$ cat config.mk
export PLATFORM = sky130hd
export DESIGN_NAME = sihit_queue
export DESIGN_NICKNAME = d
export VERILOG_FILES = /design/src/sv/sihit_pkg.sv /design/src/sv/sihit_queue.sv
export SDC_FILE = /design/constraint.sdc
export NUM_CORES = 1
export LEC_CHECK = 0
export BUFFER_PORTS_ARGS = -buffer_cell sky130_fd_sc_hd__buf_4
export CAP_MARGIN = 20
export CORE_ASPECT_RATIO = 2
export CORE_MARGIN = 8
export CORE_UTILIZATION = 40
export DETAILED_ROUTE_END_ITERATION = 8
export HOLD_SLACK_MARGIN = 0.1
export PLACE_DENSITY = 0.71
export SLEW_MARGIN = 30
export SYNTH_ARGS = -nofsm -noshare
export SYNTH_HDL_FRONTEND = slang
export SYNTH_SLANG_ARGS = --single-unit
$ cat constraint.sdc
create_clock -name clk -period 6.8 [get_ports clk]
set_clock_uncertainty 0.2 [all_clocks]
set_input_delay 1.02 -clock clk [delete_from_list [all_inputs] [get_ports clk]]
set_output_delay 1.02 -clock clk [all_outputs]
set_load 0.02 [all_outputs]
$ cat src/sv/sihit_pkg.sv
// Shared types, constants and hash function for the string hash intern table.
package sihit_pkg;

    localparam int POOL_NODES   = 2048;
    localparam int BUCKET_COUNT = 32;   // power of two
    localparam int QUEUE_DEPTH  = 2;

    localparam int IDX_W  = $clog2(POOL_NODES);
    localparam int LINK_W = $clog2(POOL_NODES + 1);
    localparam int CNT_W  = $clog2(POOL_NODES + 2);
    localparam int BKT_W  = $clog2(BUCKET_COUNT);
    localparam int QPTR_W = $clog2(QUEUE_DEPTH);
    localparam int QCNT_W = $clog2(QUEUE_DEPTH + 1);

    localparam logic [31:0] HASH_SEED = 32'h09B6_6E03;
    localparam logic [31:0] HASH_MUL  = 32'h09B6_6C41;
    localparam logic [31:0] HASH_XOR  = 32'h1DE1_3C89;
    localparam logic [31:0] HASH_ODD  = 32'h8000_0001;

    localparam logic [1:0] ST_NEW     = 2'd0;
    localparam logic [1:0] ST_PRESENT = 2'd1;
    localparam logic [1:0] ST_FULL    = 2'd2;
    localparam logic [1:0] ST_EMPTY   = 2'd3;

    typedef struct packed {
        logic        empty;
        logic [31:0] hash;
    } q_entry_t;

    typedef struct packed {
        logic [31:0]       key;
        logic [LINK_W-1:0] less;
        logic [LINK_W-1:0] more;
    } node_t;

    localparam int NODE_W = $bits(node_t);

    function automatic logic [31:0] fold_char(input logic [31:0] h, input logic [7:0] c);
        logic [31:0] sum;
        logic [31:0] prod;
        sum  = h + {{24{c[7]}}, c};
        prod = sum * HASH_MUL;
        return prod ^ HASH_XOR;
    endfunction

endpackage

$ cat src/sv/sihit_queue.sv
// Short FIFO of finished names between front and back.
module sihit_queue (
    input  logic                clk,
    input  logic                rst_n,
    input  logic                push,
    input  sihit_pkg::q_entry_t push_word,
    input  logic                pop,
    output sihit_pkg::q_entry_t head,
    output logic                empty,
    output logic                full
);

    sihit_pkg::q_entry_t entry_reg [sihit_pkg::QUEUE_DEPTH];
    logic [sihit_pkg::QPTR_W-1:0] wr_reg, rd_reg;
    logic [sihit_pkg::QCNT_W-1:0] cnt_reg;

    assign head  = entry_reg[rd_reg];
    assign empty = (cnt_reg == '0);
    assign full  = (cnt_reg == sihit_pkg::QCNT_W'(sihit_pkg::QUEUE_DEPTH));

    always_ff @(posedge clk)
    begin
        if (push)
        begin
            entry_reg[wr_reg] <= push_word;
        end
    end

    always_ff @(posedge clk or negedge rst_n)
    begin
        if (!rst_n)
        begin
            wr_reg  <= '0;
            rd_reg  <= '0;
            cnt_reg <= '0;
        end
        else
        begin
            if (push)
            begin
                wr_reg <= (wr_reg == sihit_pkg::QPTR_W'(sihit_pkg::QUEUE_DEPTH - 1))
                          ? '0 : wr_reg + 1'b1;
            end
            if (pop)
            begin
                rd_reg <= (rd_reg == sihit_pkg::QPTR_W'(sihit_pkg::QUEUE_DEPTH - 1))
                          ? '0 : rd_reg + 1'b1;
            end
            if (push && !pop)
            begin
                cnt_reg <= cnt_reg + 1'b1;
            end
            else if (pop && !push)
            begin
                cnt_reg <= cnt_reg - 1'b1;
            end
        end
    end

endmodule

== Word level (Yosys, flattened, before mapping) ==
Memories as Yosys holds them, arrays and structs flattened.
Cells that the tools add are included.

* Bits in registers: 4
* Bits in latches: 0
* RAM bits: 66
* Memory bits (read-only): 0
* Bits of input ports: 37
* Output and inout port bits: 35
* Word-level logic and storage cells: 21
* Memories: 1

{| class="wikitable"
|+ Memory list
! name !! depth !! bits a word !! rd ports !! clocked after memory_dff !! wr ports !! line !! source
|-
| entry_reg || 2 || 33 || 1 || 0 || 1 || sihit_queue.sv:13 || <nowiki>sihit_pkg::q_entry_t entry_reg [sihit_pkg::QUEUE_DEPTH];</nowiki>
|}

* Add/subtract/negate cells: 4
* Multiply operators: 0
* Divide/modulo/power cells: 0
* Magnitude comparators: 0
* Equality and inequality tests: 1
* Shift operators: 0
* Mux-type cells: 6
* Bitwise logic cells: 0
* Reduce and logical (&&, ||, !) cells: 6

{| class="wikitable"
|+ Operators by type and width
! cell !! count
|-
| 1-bit two-way mux || 4
|-
| 2-bit two-way mux || 2
|-
| 1-bit adder (second input constant) || 2
|-
| 2-bit by 1-bit adder with 2-bit output (second input constant) || 1
|-
| 2-bit equality test (second input constant) || 1
|-
| 1-bit logical AND || 2
|-
| 1-bit logical NOT || 2
|-
| 2-bit logical NOT || 1
|-
| 2-bit nonzero test || 1
|-
| 2-bit by 1-bit subtractor with 2-bit output (second input constant) || 1
|}

== Longest topological paths before layout ==
Gate-level depths: netlist of run 1.

* Depth in word-level cells: 4
* Mapped depth: 5
* Mapped depth without buffers: 5

== Least setup slack after synthesis of run 1 ==
Ideal clock, no wire load.

* Path kind: in2reg
* Start point: input push
* End point: memory entry_reg[0][0] in the netlist's numbering (enable)
* Library setup time: 427 ps
* Arrival time: 2510 ps
* Required time: 6173 ps
* Path slack: 3663 ps
* Cell stages on the path: 1
* Path buffers: 0
* Cells stage by stage: nor2b_1

* Longest elaborated chain between the ends: 2

{| class="wikitable"
|+ RTL lines
! item !! line !! source
|-
| from (decl) || sihit_queue.sv:5 || <nowiki>input logic push,</nowiki>
|-
| 1-bit two-way mux || sihit_queue.sv:23 || <nowiki>if (push)</nowiki>
|-
| 1-bit two-way mux (not written as such) || sihit_queue.sv:25 || <nowiki>entry_reg[wr_reg] <= push_word;</nowiki>
|-
| to (decl) || sihit_queue.sv:13 ||
|}

Every way passes these cells.

==> impl_metrics.ini, run 1 <==
[sta]
setup_viol = 0
rsz0062_at_grt = false
worst_pin_slew_ns = 0.942
clock.fmax_mhz = 341
slew_headroom_pct = 37.2
hold_ws_ns = 0.287
finalCritPeriodShare_pct = 43.2
post-route-min-period_ns = 2.94
hold_viol_final = 0
finalSetupTns_ns = 0
slew_viol_final = 0

[synth]
yosys_register_bits = 70
yosys.area_share.adder_pct = 0.460
ys.flop_type = edfxtp_1
yosysUniqueCellTypes = 13
synth_area_um2 = 2720
synth-simple-area-share_pct = 0.966
yosysTopAreaCell = edfxtp_1
synth_mux_area_share_pct = 17.7
synth_top_area_share_pct = 72.9
synth_compound_area_share_pct = 0
synth_fp_nets = 157
syn_inst = 119
syn_avg_cell_area_um2 = 22.9
synthTopCellsByArea = edfxtp_1, mux2_4, dfrtp_1, buf_12, mux2_2
synth_most_common_cell = edfxtp_1
synth_edf_count = 66
yosysWarningCount = 0
synth_top_family_by_area = multiplexers
async_flop_share_pct = 5.71
yosysSeqAreaShare_pct = 76.5
synthXorXnorAreaFrac_pct = 1.61
synthTopCellsByCount = edfxtp_1, mux2_4, dfrtp_1, mux2_2, xor2_1

[cells_and_area]
final_util_pct = 54.5
largest_reg_flops = 66
num-nets-final = 237
final_layout_size_suffix_gt1_share_pct = 58.8
num_antenna_cells = 0
final_cells = 292
syn_to_final_growth_pct = 32.8

[detailed_routing]
routedWlPerCell_um = 16.4
wirelength_mm = 4.80
num_vias = 1315
firstDrtPassIters = 3
drtAntennaViolNets = 0
route.detailed.drc = 0
first_iter_violations = 76
avgViaCountPerCell = 4.50

[setup_path]
reg2reg_to = entry_reg[1][26]$_DFFE_PP_
worstPathMaxFanout = 34
arrival_ns = 1.72
critPathCapture = head[12]
cp-end-kind = output pin
rrSetupSlack_ns = 4.71
worstSetupPathType = register to output pin
crit_required_ns = 5.58
reg2reg_from = wr_reg$_DFFE_PN0P_
ff2ff_path_depth = 2
startpoint_type = register
startpoint = rd_reg$_DFFE_PN0P_

[floorplanning]
rows = 42
core-area_um2 = 6620
ios = 72
die_h_um = 133
start_util_pct = 41.1
die_area_um2 = 9850
fp.dieW_um = 74.3

[clocking]
clock_latency_ns = 0.32
cts_buffers = 9
cts_max_path_buffers = 2
cts.sinks = 70
cts_setup_buffers = 0
cts_tree = built
path_clk_slew_ns = 0.05
cts_hold_buf = 0
htreeDepth = 3
clockRootBuffer = clkbuf_16
ctsResizeCount = 0

[hold_path]
hold_class = primary input to async pin

[placement]
place_congestion = 0.649
place_inst = 275
io_buffers = 71
dp_hpwl_mm = 3.36

[pwr]
ir_worst_vdd_mv = 0.321
p_leak_nw = 1.46
powerDensity_nw_per_um2 = 438

[global_route]
grt_use_total_pct = 10.8
grt_pass1_wl_mm = 7.57
grt_max_degree = 35
overflow = 0
antenna_found_initial = 0
grt_pass1_vias = 1482

[status]
status = finished clean

[flow_run]
max_cap_violations = 0
[metrics by stage]
step	worst slack (ns)	power, mW	instance area, um^2
2_1_floorplan	3.66	1.02	2720
3_3_place_gp	3.93	1.18	3310
3_5_place_dp	3.97	1.18	3310
4_1_cts	3.82	1.60	3580
5_1_grt	3.79	1.66	3610
6_report	3.86	1.58	3610
[layout make-up]
class / count / area (um^2)
clock buffer: 15 / 268
clock inverter: 1 / 5.00
fill: 555 / 3010
inverter: 1 / 3.75
multi-input combinational: 44 / 571
sequential: 70 / 2090
tap: 88 / 110
timing repair buffer: 73 / 568
[critical path, cell delays in order, from the launching register on]
cell     delay [ns]
dfrtp_4        0.83
mux2_2         0.41
buf_4          0.16
[power by group]
part	internal (mW)	switching (mW)	total (mW)	leakage, nW
combinational	0.278	0.233	0.511	0.662
clock	0.266	0.148	0.414	0.134
sequential	0.577	0.0806	0.658	0.665
[placed cells by master, fill, tap and decap left out, drive strengths merged]
| master | instances |
|---|---|
| xor2 | 4 |
| nor2 | 2 |
| clkinv | 1 |
| ha | 1 |
| nor2b | 2 |
| inv | 1 |
| and2 | 1 |
| edfxtp | 66 |
| dfrtp | 4 |
| mux2 | 33 |
| xnor2 | 1 |
| clkbuf | 15 |
| buf | 73 |
[worst min path at each step]
stage	end	cells after the start	from
final	rd_reg$_DFFE_PN0P_	1	rst_n
after CTS	rd_reg$_DFFE_PN0P_	1	rst_n
after detailed placement	cnt_reg[1]$_DFFE_PN0P_	1	cnt_reg[1]$_DFFE_PN0P_
after floorplan	wr_reg$_DFFE_PN0P_	1	wr_reg$_DFFE_PN0P_
after global routing	rd_reg$_DFFE_PN0P_	1	rst_n
after global placement	cnt_reg[1]$_DFFE_PN0P_	1	cnt_reg[1]$_DFFE_PN0P_
[layer usage]
layer | GRT usage [%] | part of all wire (%)
met5 | 0 | 0
met4 | 5.93 | 2.5
met3 | 5.60 | 6.9
met2 | 17.9 | 55
met1 | 10.2 | 35
[logic make-up (layout without fill, tap and decap cells)]
| kind of cell | count (synthesis) | count (layout) |
|---|---|---|
| simple gates | 5 | 5 |
| xor+xnor | 5 | 5 |
| fa+ha+maj | 1 | 1 |
| mux | 33 | 33 |
| flops | 70 | 70 |
| buf+inv | 5 | 90 |
(Power assumes the default switching activity.)
==> run 2, diff against run 1 <==
--- a/config.mk
+++ b/config.mk
@@ -12,7 +12,7 @@
 export CORE_UTILIZATION = 40
 export DETAILED_ROUTE_END_ITERATION = 8
 export HOLD_SLACK_MARGIN = 0.1
-export PLACE_DENSITY = 0.71
+export PLACE_DENSITY = 0.74
 export SLEW_MARGIN = 30
 export SYNTH_ARGS = -nofsm -noshare
 export SYNTH_HDL_FRONTEND = slang
==> constraint.sdc (replaced) <==
create_clock -name clk -period 2.64 [get_ports clk]
set_clock_uncertainty 0.2 [all_clocks]
set_input_delay 0.396 -clock clk [delete_from_list [all_inputs] [get_ports clk]]
set_output_delay 0.396 -clock clk [all_outputs]
set_load 0.02 [all_outputs]
==> impl_metrics.ini, run 2 (synthesized netlist as in run 1, its figures left out) <==
[status]
status = finished clean

[setup_path]
worstSetupPathType = register to output pin
rrSetupSlack_ns = 0.95
arrival_ns = 1.61
startpoint_type = register
worstPathMaxFanout = 26
cp-end-kind = output pin
crit_required_ns = 2.04

[sta]
rsz0062_at_grt = false
worst_pin_slew_ns = 0.435
finalSetupTns_ns = 0
finalCritPeriodShare_pct = 83.4
hold_ws_ns = 0.205
slew_headroom_pct = 71.0
post-route-min-period_ns = 2.20
setup_viol = 0
worst_slack_ns = 0.438
slew_viol_final = 0
clock.fmax_mhz = 454
hold_viol_final = 0

[clocking]
cts_setup_buffers = 0
clockRootBuffer = clkbuf_16
clock_latency_ns = 0.32
cts_tree = built
path_clk_slew_ns = 0.05
cts_buffers = 9
cts_max_path_buffers = 2
htreeDepth = 3
cts.sinks = 70
cts_hold_buf = 36
ctsResizeCount = 0

[cells_and_area]
final_layout_size_suffix_gt1_share_pct = 50.2
design_area_um2 = 3980
final_common_cell = buf_4
num_antenna_cells = 0
final_cell_mix = buf_4, edfxtp_1, dlygate4sd3_1
num-nets-final = 274
largest_reg_flops = 66
syn_to_final_growth_pct = 46.2

[detailed_routing]
first_iter_violations = 65
route.detailed.drc = 0
num_vias = 1448
firstDrtPassIters = 4
routedWlPerCell_um = 16.7
wirelength_mm = 5.49
avgViaCountPerCell = 4.40
drtAntennaViolNets = 0

[floorplanning]
core-area_um2 = 6620
rows = 42
die_area_um2 = 9850
ios = 72
die_h_um = 133
start_util_pct = 41.1
fp.dieW_um = 74.3

[hold_path]
hold_class = primary input to async pin

[placement]
placed_cell_area_um2 = 3340
dp_hpwl_mm = 3.66
io_buffers = 71
pre_cts_slack_ns = 0.772
place_congestion = 0.694

[flow_run]
max_cap_violations = 0

[global_route]
antenna_found_initial = 0
grt_pass1_wl_mm = 8.50
grt_use_total_pct = 12.0
grt_max_degree = 34
grt_pass1_vias = 1699
overflow = 0

[pwr]
p_leak_nw = 1.62
ir_worst_vdd_mv = 0.618
total_power_mw = 4.20
powerDensity_nw_per_um2 = 1060
[run 2: worst paths after layout]
kind / startpoint / end / cells past startpoint
max: rd_reg$_DFFE_PN0P_ / head[10] / 3
min reg2reg: cnt_reg[1]$_DFFE_PN0P_ / cnt_reg[1]$_DFFE_PN0P_ / 1
min in group clk: cnt_reg[1]$_DFFE_PN0P_ / cnt_reg[1]$_DFFE_PN0P_ / 1
max reg2reg: wr_reg$_DFFE_PN0P_ / entry_reg[0][9]$_DFFE_PP_ / 2
min: rst_n / cnt_reg[1]$_DFFE_PN0P_ / 2
max in group asynchronous: rst_n / rd_reg$_DFFE_PN0P_ / 2
[run 2: critical path, cell delays in order (launching register included)]
cell     delay (ns)
dfrtp_2        0.51
buf_12         0.27
mux2_4         0.33
buf_4          0.16
[run 2: cell type report]
type / instances / area, um^2
fillers: 526 / 2650
flip-flops and latches: 70 / 2080
repair buffers: 110 / 928
multi-input cells: 44 / 571
clock buffers: 9 / 225
well taps: 88 / 110
clock inverters: 7 / 55.1
inverters: 1 / 3.75
[run 2: report_power, final]
part | internal (mW) | leakage, nW | switching (mW) | total (mW)
clock network | 0.713 | 0.139 | 0.401 | 1.11
logic | 0.758 | 0.815 | 0.732 | 1.49
registers | 1.48 | 0.665 | 0.107 | 1.59
total | 2.95 | 1.62 | 1.24 | 4.20
[run 2: per-layer routing]
layer / routed length (um) / track usage (%) / up-vias
met5: 0 / 0 / -
met2: 3170 / 21.7 / 48
met1: 1880 / 10.5 / 696
met3: 280 / 4.09 / 13
met4: 168 / 7.58 / 0
li1: - / - / 691
[run 2: through the flow]
stage / std cells / utilization (%)
CTS: 329 / 60.1
finish: 329 / 60.1
detailed placement: 277 / 50.4
global route: 329 / 60.1
floorplan: 119 / -
global placement: 277 / 50.4
==> run 3, diff against run 2 <==
--- a/config.mk
+++ b/config.mk
@@ -5,6 +5,7 @@
 export SDC_FILE = /design/constraint.sdc
 export NUM_CORES = 1
 export LEC_CHECK = 0
+export ABC_AREA = 1
 export BUFFER_PORTS_ARGS = -buffer_cell sky130_fd_sc_hd__buf_4
 export CAP_MARGIN = 20
 export CORE_ASPECT_RATIO = 2
==> constraint.sdc (replaced) <==
create_clock -name clk -period 1.86 [get_ports clk]
set_clock_uncertainty 0.2 [all_clocks]
set_input_delay 0.279 -clock clk [delete_from_list [all_inputs] [get_ports clk]]
set_output_delay 0.279 -clock clk [all_outputs]
set_load 0.02 [all_outputs]
==> impl_metrics.ini, run 3 <==
[status]
status = finished with violations
violations = negative setup slack

[sta]
slew_headroom_pct = 81.4
hold_viol_final = 0
post-route-min-period_ns = 1.91
worst_slack_ns = -0.0514
worst_pin_slew_ns = 0.278
setup_viol = 32
slew_viol_final = 0
finalCritPeriodShare_pct = 103
clock.fmax_mhz = 523
rsz0062_at_grt = true

[clocking]
path_clk_slew_ns = 0.05
cts.sinks = 70
cts_tree = built
htreeDepth = 3
cts_max_path_buffers = 2
cts_setup_buffers = 0
clockRootBuffer = clkbuf_16
cts_buffers = 9
clock_latency_ns = 0.32

[floorplanning]
start_util_pct = 41.4
rows = 42
die_h_um = 133
fp.dieW_um = 74.5
core-area_um2 = 6620
ios = 72
die_area_um2 = 9920

[global_route]
antenna_found_initial = 0
overflow = 0
grt_pass1_vias = 1702
grt_use_total_pct = 12.3
grt_max_degree = 23
grt_pass1_wl_mm = 8.68

[synth]
synthTopCellsByCount = edfxtp_1, mux2_4, inv_1, nand2_1
synth_fp_nets = 166
yosysUniqueCellTypes = 14
yosysWarningCount = 0
yosysTopAreaCell = edfxtp_1
synth_area_um2 = 2740
yosys_register_bits = 70
yosysSeqAreaShare_pct = 76.0
synthTopCellsByArea = edfxtp_1, mux2_4, dfrtp_1, buf_12, mux2_2
synth_most_common_cell = edfxtp_1
syn_inst = 128
async_flop_share_pct = 5.71
synth_edf_count = 66
syn_avg_cell_area_um2 = 21.4
ys.flop_type = edfxtp_1
synth_top_area_share_pct = 72.3

[cells_and_area]
design_area_um2 = 4250
final_common_cell = edfxtp_1
num-nets-final = 288
largest_reg_flops = 66
final_cell_mix = edfxtp_1, buf_4, dlygate4sd3_1
syn_to_final_growth_pct = 55.3
num_antenna_cells = 0
final_layout_size_suffix_gt1_share_pct = 49.6

[placement]
place_congestion = 0.717
dp_hpwl_mm = 3.77
io_buffers = 71
pre_cts_slack_ns = 0.274
placed_cell_area_um2 = 3390

[flow_run]
max_cap_violations = 0

[detailed_routing]
routedWlPerCell_um = 16.8
num_vias = 1521
route.detailed.drc = 0
first_iter_violations = 47
firstDrtPassIters = 4
wirelength_mm = 5.74
avgViaCountPerCell = 4.45
drtAntennaViolNets = 0

[setup_path]
worstSetupPathType = register to output pin
worstPathMaxFanout = 11
rrSetupSlack_ns = 0.41
arrival_ns = 1.43
ff2ff_path_depth = 2
crit_required_ns = 1.38
reg2reg_from = wr_reg$_DFFE_PN0P_
reg2reg_to = entry_reg[0][28]$_DFFE_PP_
cp-end-kind = output pin
startpoint_type = register

[hold_path]
hold_path_depth = 2
hp-start = cnt_reg[1]$_DFFE_PN0P_
hold_class = register to register
worstHoldEndpoint = cnt_reg[1]$_DFFE_PN0P_

[pwr]
ir_worst_vdd_mv = 0.849
powerDensity_nw_per_um2 = 1560
p_leak_nw = 1.76
[run 3: cell types whose count changed in the layout (fill, tap and decap cells not counted), sizes merged, moves of 2 or more]
| cell | change |
|---|---|
| buf | +3 |
| bufinv | +2 |
| clkbuf | +2 |
| clkinv | -4 |
| inv | +6 |
| nand2 | +5 |
| nor2b | -2 |
| xor2 | -2 |
[run 3: worst max-delay path by stage]
stage | start | endpoint | slack, ns
2_1_floorplan | wr_reg$_DFFE_PN0P_ | entry_reg[1][0]$_DFFE_PP_ | 0.15
5_1_grt | rd_reg$_DFFE_PN0P_ | head[12] | -0.09
3_5_place_dp | rd_reg$_DFFE_PN0P_ | head[32] | 0.27
4_1_cts | rd_reg$_DFFE_PN0P_ | head[13] | -0.08
6_report | rd_reg$_DFFE_PN0P_ | head[12] | -0.05
3_3_place_gp | rd_reg$_DFFE_PN0P_ | head[26] | 0.28
[run 3: final cells by class]
class                   count  area, um^2
fillers                   474        2370
flip-flops and latches     70        2080
repair buffers            115        1130
multi-input cells          47         576
clock buffers              10         229
well taps                  88         110
clock inverters             5        98.8
inverters                   7        26.3
[run 3: cells by family (layout without fill, tap and decap cells)]
family | after synthesis | in the layout | share of synthesized area, %
xor gates and xnor gates | 3 | 3 | 0.959
muxes | 33 | 33 | 17.5
buffers and inverters | 11 | 137 | 3.56
adders and majority gates | 1 | 1 | 0.457
and+or+nand+nor | 10 | 10 | 1.51
DFF | 70 | 70 | 76.0
[run 3: per-stage QoR]
step                      hold slack (ns)  total power [mW]  std cells  utilization, %  TNS [ns]
after floorplan                    -0.217              3.72        128               -         0
after global placement             -0.121              4.40        289            51.2         0
after detailed placement           -0.119              4.44        289            51.2         0
after CTS                           0.313              6.50        341            62.8    -0.777
after global routing                0.359              6.90        342            64.2     -1.88
final                               0.313              6.65        342            64.2    -0.674
[run 3: layer usage]
metal  up-vias  GRT usage (%)  part of all wire (%)
met5         -              0                     0
met4         0           7.47                   3.0
met3        15           5.00                   6.7
met2        50           22.3                    59
met1       732           10.2                    32
li1        724              -                     -
[run 3: timing repair]
action | CTS | global route
gates cloned | 0 | 1
setup endpoints to repair | 33 | 33
gates resized for setup | 18 | 19
hold endpoints to repair | 72 | 0
hold buffers | 37 | 0
[run 3: where the power goes]
part           leakage, nW  switching (mW)  internal, mW
clock network        0.160           0.568          1.29
logic                0.932            1.17          1.38
registers            0.666           0.131          2.10
total                 1.76            1.86          4.78
[run 3: critical path: stages (launching register included)]
cell and delay (ns):
dfrtp_2 0.44, buf_12 0.18, mux2_2 0.36, buf_6 0.14
