--- src/sv/sihit_pkg.sv ---
// Shared types, constants and hash function for the string hash intern table.
package sihit_pkg;

    localparam int POOL_NODES   = 2048;
    localparam int BUCKET_COUNT = 32;   // power of two
    localparam int QUEUE_DEPTH  = 2;

    localparam int IDX_W  = $clog2(POOL_NODES);
    localparam int LINK_W = $clog2(POOL_NODES + 1);
    localparam int CNT_W  = $clog2(POOL_NODES + 2);
    localparam int BKT_W  = $clog2(BUCKET_COUNT);
    localparam int QPTR_W = $clog2(QUEUE_DEPTH);
    localparam int QCNT_W = $clog2(QUEUE_DEPTH + 1);

    localparam logic [31:0] HASH_SEED = 32'h09B6_6E03;
    localparam logic [31:0] HASH_MUL  = 32'h09B6_6C41;
    localparam logic [31:0] HASH_XOR  = 32'h1DE1_3C89;
    localparam logic [31:0] HASH_ODD  = 32'h8000_0001;

    localparam logic [1:0] ST_NEW     = 2'd0;
    localparam logic [1:0] ST_PRESENT = 2'd1;
    localparam logic [1:0] ST_FULL    = 2'd2;
    localparam logic [1:0] ST_EMPTY   = 2'd3;

    typedef struct packed {
        logic        empty;
        logic [31:0] hash;
    } q_entry_t;

    typedef struct packed {
        logic [31:0]       key;
        logic [LINK_W-1:0] less;
        logic [LINK_W-1:0] more;
    } node_t;

    localparam int NODE_W = $bits(node_t);

    function automatic logic [31:0] fold_char(input logic [31:0] h, input logic [7:0] c);
        logic [31:0] sum;
        logic [31:0] prod;
        sum  = h + {{24{c[7]}}, c};
        prod = sum * HASH_MUL;
        return prod ^ HASH_XOR;
    endfunction

endpackage

--- src/sv/sihit_front.sv ---
// Front end: folds characters into the rolling hash and emits finished names.
module sihit_front (
    input  logic               clk,
    input  logic               rst_n,
    input  logic               accept,
    input  logic [7:0]         ch,
    input  logic               last,
    output logic               push,
    output sihit_pkg::q_entry_t push_word
);

    logic [31:0] run_reg, run_next;
    logic        in_name_reg, in_name_next;
    logic [31:0] folded;

    always_comb
    begin
        folded       = sihit_pkg::fold_char(run_reg, ch);
        run_next     = run_reg;
        in_name_next = in_name_reg;
        push         = 1'b0;
        push_word    = '0;
        if (accept)
        begin
            if (!in_name_reg && ch == 8'd0)
            begin
                push            = 1'b1;
                push_word.empty = 1'b1;
                run_next        = sihit_pkg::HASH_SEED;
            end
            else if (last)
            begin
                push           = 1'b1;
                push_word.hash = folded[0] ? folded : (folded ^ sihit_pkg::HASH_ODD);
                run_next       = sihit_pkg::HASH_SEED;
                in_name_next   = 1'b0;
            end
            else
            begin
                run_next     = folded;
                in_name_next = 1'b1;
            end
        end
    end

    always_ff @(posedge clk or negedge rst_n)
    begin
        if (!rst_n)
        begin
            run_reg     <= sihit_pkg::HASH_SEED;
            in_name_reg <= 1'b0;
        end
        else
        begin
            run_reg     <= run_next;
            in_name_reg <= in_name_next;
        end
    end

endmodule

--- config.mk ---
export PLATFORM = sky130hd
export DESIGN_NAME = sihit_front
export DESIGN_NICKNAME = d
export VERILOG_FILES = /design/src/sv/sihit_pkg.sv /design/src/sv/sihit_front.sv
export SDC_FILE = /design/constraint.sdc
export NUM_CORES = 1
export LEC_CHECK = 0
export BUFFER_PORTS_ARGS = -buffer_cell sky130_fd_sc_hd__buf_2
export CORE_ASPECT_RATIO = 0.7
export CORE_MARGIN = 3
export CORE_UTILIZATION = 58
export CTS_CLUSTER_SIZE = 25
export DETAILED_ROUTE_END_ITERATION = 8
export HOLD_SLACK_MARGIN = 0.15
export PLACE_DENSITY = 0.79
export SLEW_MARGIN = 20
export SYNTH_ARGS = -nofsm -noshare
export SYNTH_HDL_FRONTEND = slang
export SYNTH_SLANG_ARGS = --single-unit
--- constraint.sdc ---
create_clock -name clk -period 9.46 [get_ports clk]
set_input_delay 1.419 -clock clk [delete_from_list [all_inputs] [get_ports clk]]
set_output_delay 1.419 -clock clk [all_outputs]
set_load 0.02 [all_outputs]
Word level (Yosys, flattened, before mapping)
Cells that the tools add are included.
Storage, ports and cells
  register bits: 33
  bits in latches: 0
  memory bits (writable): 0
  bits in read-only memories: 0
  input bits: 12
  output and inout port bits: 34
  word-level logic and storage cells: 22
  memories kept: 0
Operators by class
  add/subtract/negate cells: 1
  $mul: 1
  div/mod/pow operators: 0
  $lt $le $gt $ge: 0
  equality and inequality tests: 0
  shifts and indexed selects: 0
  muxes and demuxes: 11
  bitwise gates (word level): 3
  reduce and logical (&&, ||, !) cells: 4
Operator list (number)
  32-bit 2-to-1 mux: 5
  33-bit 2-to-1 mux: 1
  32-bit adder: 1
  32-bit by 28-bit multiplier with 32-bit output (second input constant): 1
  15-bit inverter: 1
  8-bit logical NOT: 1
  1-bit 2-to-1 mux: 5
  2-bit inverter: 1
  2-bit AND reduction: 1
  1-bit logical AND: 1
  1-bit logical NOT: 1
  1-bit inverter: 1

Logic depth before layout (Yosys ltp)
Gate-level depths: netlist of run 1.
  word-level depth: 8
  gate-level depth with buffers: 33
  depth with buffers taken out: 33

Worst setup path after synthesis of run 1
OpenSTA, ideal clock, no wires.
  kind: in2out
  from: in ch[0]
  to: out push_word[31] (netlist name)
  data arrival time: 8.955 ns
  required time: 8.041 ns
  setup slack: -0.914 ns
  stages on the path: 29
  path buffers: 0
  cells stage by stage: ha_1 > fa_1 > a211o_1 > a2111oi_4 > o311ai_2 > nand2_1 > nor2_1 > o21ai_0 > nand2b_1 > xor2_1 > ha_1 > fa_1 > fa_1 > fa_1 > fa_1 > fa_1 > inv_1 > fa_1 > inv_1 > ha_1 > a21o_1 > a21o_1 > a21oi_1 > o211ai_1 > o211ai_1 > o21ai_0 > xnor2_1 > xnor3_1 > nor2_1
RTL lines
  from (decl): line sihit_front.sv:6  | input logic [7:0] ch,
  to (decl): line sihit_front.sv:9  | output sihit_pkg::q_entry_t push_word

==> results of run 1 <==
==> per-layer routing <==
metal,GRT usage (%),routed length (um),vias to the layer above
met1,49.80,12290,4046
met5,0,0,-
met3,9.133,3237,144
met4,13.78,1707,0
met2,58.57,14370,509
li1,-,-,3632
==> what timing repair did <==
action / 4_1_cts / 5_1_grt
gates cloned: 0 / 0
resized for setup: 53 / 71
setup buffers: 36 / 21
pin swaps: 68 / 64
setup endpoints to repair: 13 / 15
==> critical path: cells and delay by family <==
family | cells | cell delay [ns]
adder cells (fa/ha/maj) | 8 | 3.31
XOR/XNOR | 10 | 2.02
AO/OA/AOI/OAI | 5 | 0.99
buffers and inverters | 11 | 1.19
AND/OR/NAND/NOR | 2 | 0.15
==> worst min-delay path by stage <==
stage / end / cells past startpoint / slack, ns / startpoint
after floorplan: in_name_reg / 1 / 0.45 / in_name_reg
after global placement: in_name_reg / 1 / 0.46 / in_name_reg
after detailed placement: in_name_reg / 1 / 0.47 / in_name_reg
after CTS: in_name_reg / 1 / 0.48 / in_name_reg
after global routing: run_reg[29] / 1 / 0.52 / run_reg[29]
final: run_reg[24] / 2 / 0.50 / run_reg[24]
==> layout make-up <==
cell class	count	share of cell area, %
multi-input combinational	660	63.28
timing repair buffer	308	19.23
inverter	228	7.110
sequential	33	6.986
tap	190	1.969
clock buffer	7	1.182
clock inverter	1	0.2488
==> kinds of logic after synthesis <==
group	synth area share (%)
buf+inv	10.52
xor+xnor	7.900
mux	0.2328
compound gates	14.38
flops	9.807
fa+ha+maj	50.14
simple gates	7.028
==> placed cells by master (no fill, tap or decap), drive strengths merged, types with 4 or more instances in the layout <==
cell,synthesis,layout
nand3,8,8
ha,151,151
buf,0,308
nor2,67,67
a211oi,5,5
o211ai,4,4
or3,5,5
xnor2,51,51
dfstp,14,14
o21bai,4,4
dfrtp,19,19
clkbuf,13,7
nand2,25,25
o21ai,23,23
a21o,24,24
a21oi,54,54
o21a,11,11
inv,228,228
and2,7,7
fa,121,121
xor2,24,24
a31oi,4,4
o2bb2ai,12,12
a22o,5,5
nand2b,6,6
==> per-stage QoR <==
step                cell area (um^2)  hold WS, ns  cells  setup TNS (ns)
floorplan                       8867       0.4508    934         -0.8007
global placement               10870       0.4621   1368          -6.284
detailed placement             10870       0.4680   1368          -7.264
CTS                            11560       0.4802   1409          -5.365
global route                   12070       0.5224   1427          -8.994
finish                         12070       0.4969   1427          -6.536
==> cell usage after synthesis (3+ instances only) <==
cell type / n
nand4_1: 3
fa_1: 121
a211oi_1: 5
nand2b_1: 6
nor2b_1: 3
o2bb2ai_1: 12
xor2_1: 24
dfrtp_1: 19
o21ai_0: 23
a21oi_1: 52
dfstp_2: 14
a21o_1: 24
clkbuf_1: 13
o21bai_1: 4
nand3_1: 8
inv_1: 228
o31ai_1: 3
ha_1: 151
o41ai_1: 3
and2_1: 7
a31oi_1: 4
a22o_1: 5
o211ai_1: 4
nand2_1: 25
a22oi_1: 3
o21a_1: 11
nor2_1: 67
or3_1: 5
xnor2_1: 51
==> qor.csv, run 1 <==
stage,metric,value,unit
run_status,status,finished with violations,
run_status,violations,setup timing,
clocking,cts_sinks,33,
grt,grt_overflow,0,
route,dr.pass1.iters,5,
critical_path,reg2reg_from,run_reg[0],
placement,routabilityCongestion,1.055,
sta,rsz0062_at_grt,true,
critical_path,crit_fanout,4,
logic_synthesis,yosysTopAreaCellShare,28.17,%
finish,post-route-util,85.08,%
critical_path,end_kind,output pin,
finish,final_nets,1520,
critical_path,cp-start-kind,primary input,
finish,fillerInstances,679,
floorplan,core,14190,um^2
logic_synthesis,synth-seq-cells,33,
logic_synthesis,synthArstFlopShare,100.0,%
finish,diodes,0,
critical_path,rrSetupSlack,1.16,ns
placement,dpl_worst_slack,-1.252,ns
route,wl,31610,um
sta,hold_violations,0,
logic_synthesis,synth_area_leaders,"fa_1 28%, ha_1 22%, inv_1 10%",
route,ant_nets,0,
floorplan,num_rows,36,
route,drc_errors,0,
sta,tightest_slew,1.002,ns
critical_path,crit_required,8.04,ns
critical_path,max_stage_delay,0.52,ns
route,avgRoutedWirePerCell,22.15,um
grt,antenna_found_initial,1,
grt,grt_max_degree,34,
floorplan,die_w,151.5,um
route,post_drt_via_cell_ratio,5.838,
sta,relSlewSlack,33.18,%
placement,dp_hpwl,22860,um
floorplan,ios,46,
critical_path,r2r-end,run_reg[25],
sta,finalWorstPathRequiredPeriod,10.51,ns
grt,grtUsageTotal,37.15,%
finish,area_growth_syn_to_layout,40.38,%
clocking,cts_root_buf,clkbuf_16,
critical_path,slowest_stage,fa_1,
clocking,clockBufferDepth,2,
logic_synthesis,ys_seq_area_share,9.806,%
logic_synthesis,synth.distinct_cells,55,
route,vias,8331,
clocking,cts_hold_buf,0,
clocking,insertion_delay,0.30,ns
logic_synthesis,synth_fp_nets,1218,
sta,fmax,95.11,MHz
critical_path,critPathLaunch,ch[0],
floorplan,die_height,107.9,um
finish,seqCellArea,843.3,um^2
job,cap_violations,0,
finish,largest_reg_flops,32,
sta,setup_viol,11,
placement,numPortBuffers,45,
grt,grt_pass1_vias,8607,
route,drt_iter0_drc,794,
critical_path,crit_end,push_word[31],
floorplan,start_util,60.61,%
grt,grt_pass1_wl,45860,um
min_path,hold_path_class,flop to flop,
sta,period_share,111.1,%
logic_synthesis,ys.flop_type,dfrtp_1,
finish,drive_gt1_share,36.05,%
sta,drv_slew,0,
clocking,clk_pin_slew,0.06,ns
clocking,numCtsBuffers,5,
logic_synthesis,avgSynthCellArea,9.207,um^2
logic_synthesis,syn-cell-area,8599,um^2
clocking,htree_levels,2,
logic_synthesis,yosys.area.top_type,fa_1,
critical_path,cp_data_arrival_time,9.09,ns
clocking,cts_tree,done,
sta,final.setup.worst_slack,-1.054,ns
logic_synthesis,synth-edff-count,0,
sta,skew,0.007971,ns
critical_path,setup.worst_path.class,primary input to output pin,
floorplan,die-area,16350,um^2
critical_path,crit_top_cell,xnor2_1,
finish,multi_input_area,7639,um^2
critical_path,ff2ff_path_depth,38,
logic_synthesis,netlist_instances,934,
logic_synthesis,yosysWarningCount,0,
Power of run 1 is left out: the tool's default activity adds up to more than one toggle a clock period on the data nets, which glitch-free logic cannot reach.
==> run 2: changes to the inputs <==
- ABC_AREA: not set -> 1
- CORE_UTILIZATION: 58 -> 59
- PLACE_DENSITY: 0.79 -> 0.8
==> qor.csv, run 2 <==
stage,metric,value,unit
logic_synthesis,synth_common_cells,"327 x inv_1, 202 x nand2_1, 151 x ha_1, 121 x fa_1, 72 x nor2_1",
logic_synthesis,synth_top_family_by_area,adder cells,
critical_path,setup.worst_path.class,primary input to output pin,
logic_synthesis,ys_seq_area_share,9.289,%
min_path,hold_path_class,flop to flop,
critical_path,slowest_stage,fa_1,
sta,skew,0.006242,ns
clocking,cts_tree,done,
logic_synthesis,synth_fp_nets,1459,
sta,period_share,108.5,%
finish,drive_gt1_share,33.70,%
logic_synthesis,synth-edff-count,0,
floorplan,start_util,61.09,%
logic_synthesis,synth-xor-area-share,4.920,%
sta,finalWorstPathRequiredPeriod,10.26,ns
critical_path,r2r-end,run_reg[31],
finish,final_common_cell,inv_1,
grt,grt_pass1_vias,8772,
critical_path,max_stage_delay,0.58,ns
route,dr.pass1.iters,5,
placement,numPortBuffers,45,
logic_synthesis,synth_fa_ha_area_share,47.49,%
logic_synthesis,yosys.area.top_type,fa_1,
sta,fmax,97.43,MHz
critical_path,cp-start-kind,primary input,
logic_synthesis,yosysWarningCount,0,
route,drc_errors,0,
sta,setup_tns,-2.189,ns
finish,final_cell_mix,"302 x inv_1, 243 x buf_4, 189 x nand2_1, 121 x ha_1, 110 x fa_1",
route,post_drt_via_cell_ratio,5.455,
grt,grt_pass1_wl,47330,um
logic_synthesis,ys.flop_type,dfrtp_1,
clocking,cts_root_buf,clkbuf_16,
critical_path,ff2ff_path_depth,39,
clocking,clockBufferDepth,2,
sta,setup_viol,7,
sta,rsz0062_at_grt,true,
clocking,cts_hold_buf,0,
grt,gr-usage-met3,12.67,%
logic_synthesis,synth_compound_area_share,7.346,%
sta,tightest_slew,0.9119,ns
sta,final.setup.worst_slack,-0.8035,ns
critical_path,crit_fanout,22,
clocking,clk_pin_slew,0.06,ns
finish,fillerInstances,833,
grt,antenna_found_initial,0,
critical_path,crit_required,8.04,ns
finish,final_cell_area,12640,um^2
logic_synthesis,synth_simple_gate_area_share,16.86,%
run_status,violations,setup timing,
grt,grt_use_met2,53.21,%
logic_synthesis,yosysMostFrequentCell,inv_1,
floorplan,core,14860,um^2
sta,hold_violations,0,
grt,grt_use_met1,52.71,%
sta,drv_slew,0,
grt,busiest_layer,met2,
critical_path,cp_top_family,adder cells,
floorplan,die_height,109.8,um
floorplan,die-area,16940,um^2
min_path,min_path_cells,2,
logic_synthesis,synth.distinct_cells,36,
critical_path,cp_data_arrival_time,8.84,ns
logic_synthesis,synth_area_leaders,"fa_1 27%, ha_1 21%, inv_1 14%",
min_path,min_from,run_reg[29],
placement,routabilityCongestion,0.9972,
route,ant_nets,0,
logic_synthesis,netlist_instances,1175,
floorplan,ios,46,
clocking,insertion_delay,0.28,ns
logic_synthesis,syn-cell-area,9079,um^2
placement,place_area,11230,um^2
route,avgRoutedWirePerCell,20.21,um
finish,area_growth_syn_to_layout,39.21,%
job,cap_violations,0,
critical_path,crit_buf_inv,12,
logic_synthesis,synthMuxAreaShare,0,%
route,drt_iter0_drc,858,
run_status,status,finished with violations,
floorplan,num_rows,37,
route,vias,9067,
sta,relSlewSlack,39.14,%
logic_synthesis,synthArstFlopShare,100.0,%
finish,final_nets,1749,
grt,grt_overflow,0,
logic_synthesis,yosysTopAreaCellShare,26.68,%
critical_path,rrSetupSlack,1.48,ns
grt,grt_max_degree,34,
clocking,numCtsBuffers,5,
placement,dp_hpwl,25810,um
grt,grtUsageTotal,36.72,%
clocking,cts_sinks,33,
logic_synthesis,synth-seq-cells,33,
route,wl,33600,um
clocking,htree_levels,2,
critical_path,reg2reg_from,run_reg[10],
min_path,hold_end,run_reg[29],
logic_synthesis,avgSynthCellArea,7.727,um^2
floorplan,die_w,154.3,um
finish,largest_reg_flops,32,
critical_path,end_kind,output pin,
==> run 2: cell type report <==
type / instances / area, um^2 / share of cell area (%)
sequential: 33 / 843.3 / 6.673
tap: 195 / 244.0 / 1.930
clock buffer: 6 / 128.9 / 1.020
clock inverter: 2 / 35.03 / 0.2772
inverter: 333 / 1256 / 9.940
antenna: 1 / 2.502 / 0.01980
timing repair buffer: 291 / 2173 / 17.20
multi-input combinational: 801 / 7955 / 62.94
==> run 2: cells by family (layout without fill, tap and decap cells) <==
family,Yosys count,count (layout)
compound gates,122,122
simple gates,356,356
other cells,0,1
buf+inv,341,632
xor+xnor,51,51
fa+ha+maj,272,272
flops,33,33
==> run 2: repair_timing <==
action / 4_1_cts / 5_1_grt
setup buffers: 14 / 17
endpoints found under the setup margin: 13 / 12
pin swaps: 59 / 66
gates cloned: 0 / 0
gates resized for setup: 65 / 135
endpoints found under the hold margin: 0 / 0
==> run 2: through the flow <==
stage	hold WS [ns]	setup slack, ns	utilization (%)	std cells
global placement	0.4742	-0.8684	75.55	1624
floorplan	0.4531	-0.06875	-	1175
finish	0.5110	-0.8035	85.05	1662
CTS	0.4956	-0.4472	79.76	1646
global route	0.5141	-1.049	85.03	1661
detailed placement	0.4813	-0.9459	75.55	1624
==> run 2: metal layers <==
metal,vias to the layer above,wire [um]
met5,-,0
met4,0,1360
met3,98,4519
met2,541,14120
met1,4284,13600
li1,4144,-
==> run 2: worst max-delay path by stage <==
stage	cells after the start	slack, ns	startpoint	endpoint
4_1_cts	42	-0.45	ch[0]	push_word[31]
6_report	38	-0.80	ch[7]	push_word[31]
3_5_place_dp	38	-0.95	ch[2]	push_word[31]
3_3_place_gp	36	-0.87	ch[2]	push_word[31]
2_1_floorplan	38	-0.07	ch[0]	push_word[31]
5_1_grt	37	-1.05	ch[4]	push_word[31]
==> run 2: worst reg2reg max path: cells and delay by family, from the launching register on <==
kind | cells | cell delay [ns]
buf+inv | 13 | 1.01
simple gates | 15 | 1.80
flops | 1 | 0.63
fa+ha+maj | 9 | 4.05
xor+xnor | 1 | 0.20
compound gates | 1 | 0.17
Power of run 2 is left out for the same reason.
==> run 3: changes to the inputs <==
- REMOVE_ABC_BUFFERS: not set -> 1
==> qor.csv, run 3 (synthesized netlist as in run 2, its figures left out) <==
stage,metric,value,unit
run_status,status,finished with violations,
run_status,violations,"DRC, setup timing",
critical_path,cp-start-kind,primary input,
sta,setup_viol,11,
critical_path,end_kind,output pin,
sta,hold_violations,0,
floorplan,core,14860,um^2
clocking,htree_levels,2,
grt,grt_overflow,0,
job,cap_violations,0,
critical_path,setup.worst_path.class,primary input to output pin,
placement,numPortBuffers,45,
grt,grt_max_degree,34,
grt,antenna_found_initial,0,
finish,final_cell_mix,"306 x inv_1, 223 x buf_4, 189 x nand2_1, 120 x ha_1, 109 x fa_1",
finish,largest_reg_flops,32,
sta,drv_slew,0,
finish,area_growth_syn_to_layout,35.17,%
clocking,cts_root_buf,clkbuf_16,
route,drc_errors,4,
route,dr.pass1.iters,9,
floorplan,die_w,154.3,um
finish,final_nets,1725,
min_path,hold_end,run_reg[17],
min_path,min_from,run_reg[17],
clocking,clockBufferDepth,2,
clocking,numCtsBuffers,5,
route,wl,33740,um
finish,fillerInstances,850,
critical_path,crit_fanout,20,
finish,multi_input_area,7792,um^2
placement,dp_hpwl,24730,um
sta,setup_tns,-3.075,ns
critical_path,crit_top_cell,inv_1,
route,avgRoutedWirePerCell,20.61,um
grt,grt_pass1_wl,49400,um
finish,drive_gt1_share,32.04,%
sta,fmax,98.29,MHz
sta,skew,0.005858,ns
grt,grtUsageTotal,37.64,%
sta,period_share,107.5,%
clocking,cts_tree,done,
critical_path,crit_required,8.04,ns
placement,dpl_worst_slack,-0.9234,ns
critical_path,r2r-end,run_reg[27],
clocking,insertion_delay,0.29,ns
floorplan,ios,46,
min_path,min_path_cells,2,
sta,relSlewSlack,29.35,%
route,drt_iter0_drc,1191,
critical_path,max_stage_delay,0.59,ns
placement,routabilityCongestion,1.014,
finish,seqCellArea,843.3,um^2
grt,grt_pass1_vias,9301,
sta,finalWorstPathRequiredPeriod,10.17,ns
route,vias,9452,
floorplan,die_height,109.8,um
route,post_drt_via_cell_ratio,5.774,
sta,rsz0062_at_grt,true,
finish,diodes,0,
sta,tightest_slew,1.059,ns
route,ant_nets,0,
floorplan,num_rows,37,
clocking,clk_pin_slew,0.05,ns
sta,final.setup.worst_slack,-0.7140,ns
finish,final_common_cell,inv_1,
critical_path,slowest_stage,fa_1,
floorplan,start_util,61.09,%
critical_path,rrSetupSlack,1.71,ns
critical_path,ff2ff_path_depth,40,
clocking,cts_sinks,33,
critical_path,reg2reg_from,run_reg[0],
min_path,hold_path_class,flop to flop,
floorplan,die-area,16940,um^2
critical_path,cp_data_arrival_time,8.76,ns
-- run 3: cell types whose count changed in the layout (fill, tap and decap cells not counted), sizes merged --
cell / previous run / this run
buf: 290 / 267
clkinv: 2 / 1
clkinvlp: 1 / 0
diode: 1 / 0
inv: 331 / 332
-- run 3: what timing repair did --
item,in CTS,in global routing
buffers inserted,11,12
setup endpoints to repair,12,14
pin swaps,71,66
gates resized for setup,109,81
hold buffers,0,0
-- run 3: worst max path at each step --
stage                     start             to  slack [ns]  cells after the start
final                     ch[7]  push_word[31]       -0.71                     37
after global routing      ch[5]  push_word[31]       -0.80                     34
after CTS                 ch[0]  push_word[31]       -0.51                     41
after detailed placement  ch[0]  push_word[31]       -0.92                     41
after global placement    ch[0]  push_word[31]       -0.74                     42
after floorplan           ch[0]  push_word[31]       -0.35                     39
-- run 3: stage by stage --
step	cells	instance area [um^2]	hold WS [ns]	utilization (%)
final	1637	12270	0.4907	82.58
after global routing	1637	12270	0.5104	82.58
after CTS	1626	11820	0.4924	79.53
after detailed placement	1607	11020	0.4814	74.15
after global placement	1607	11020	0.4744	74.15
after floorplan	1167	9049	0.4531	-
-- run 3: cell type report --
cell class	instances	area share (%)
clock inverter	1	0.2447
clock buffer	7	1.162
timing repair buffer	267	16.03
sequential	33	6.872
inverter	333	10.21
multi-input combinational	801	63.50
tap	195	1.988
-- run 3: critical path: cells and delay by family --
family | cells | cell delay (ns)
and+or+nand+nor | 14 | 1.73
AOI/OAI and AO/OA | 1 | 0.33
xor gates and xnor gates | 1 | 0.13
buffers and inverters | 12 | 1.28
adders and majority gates | 9 | 3.84
-- run 3: routing by layer --
| metal | wire length [um] | global-route usage [%] | vias up |
|---|---|---|---|
| li1 | - | - | 4099 |
| met1 | 13020 | 51.86 | 4479 |
| met2 | 14860 | 61.30 | 681 |
| met3 | 4072 | 7.789 | 193 |
| met4 | 1780 | 9.893 | 0 |
| met5 | 0 | 0 | - |
Power of run 3 is left out for the same reason.
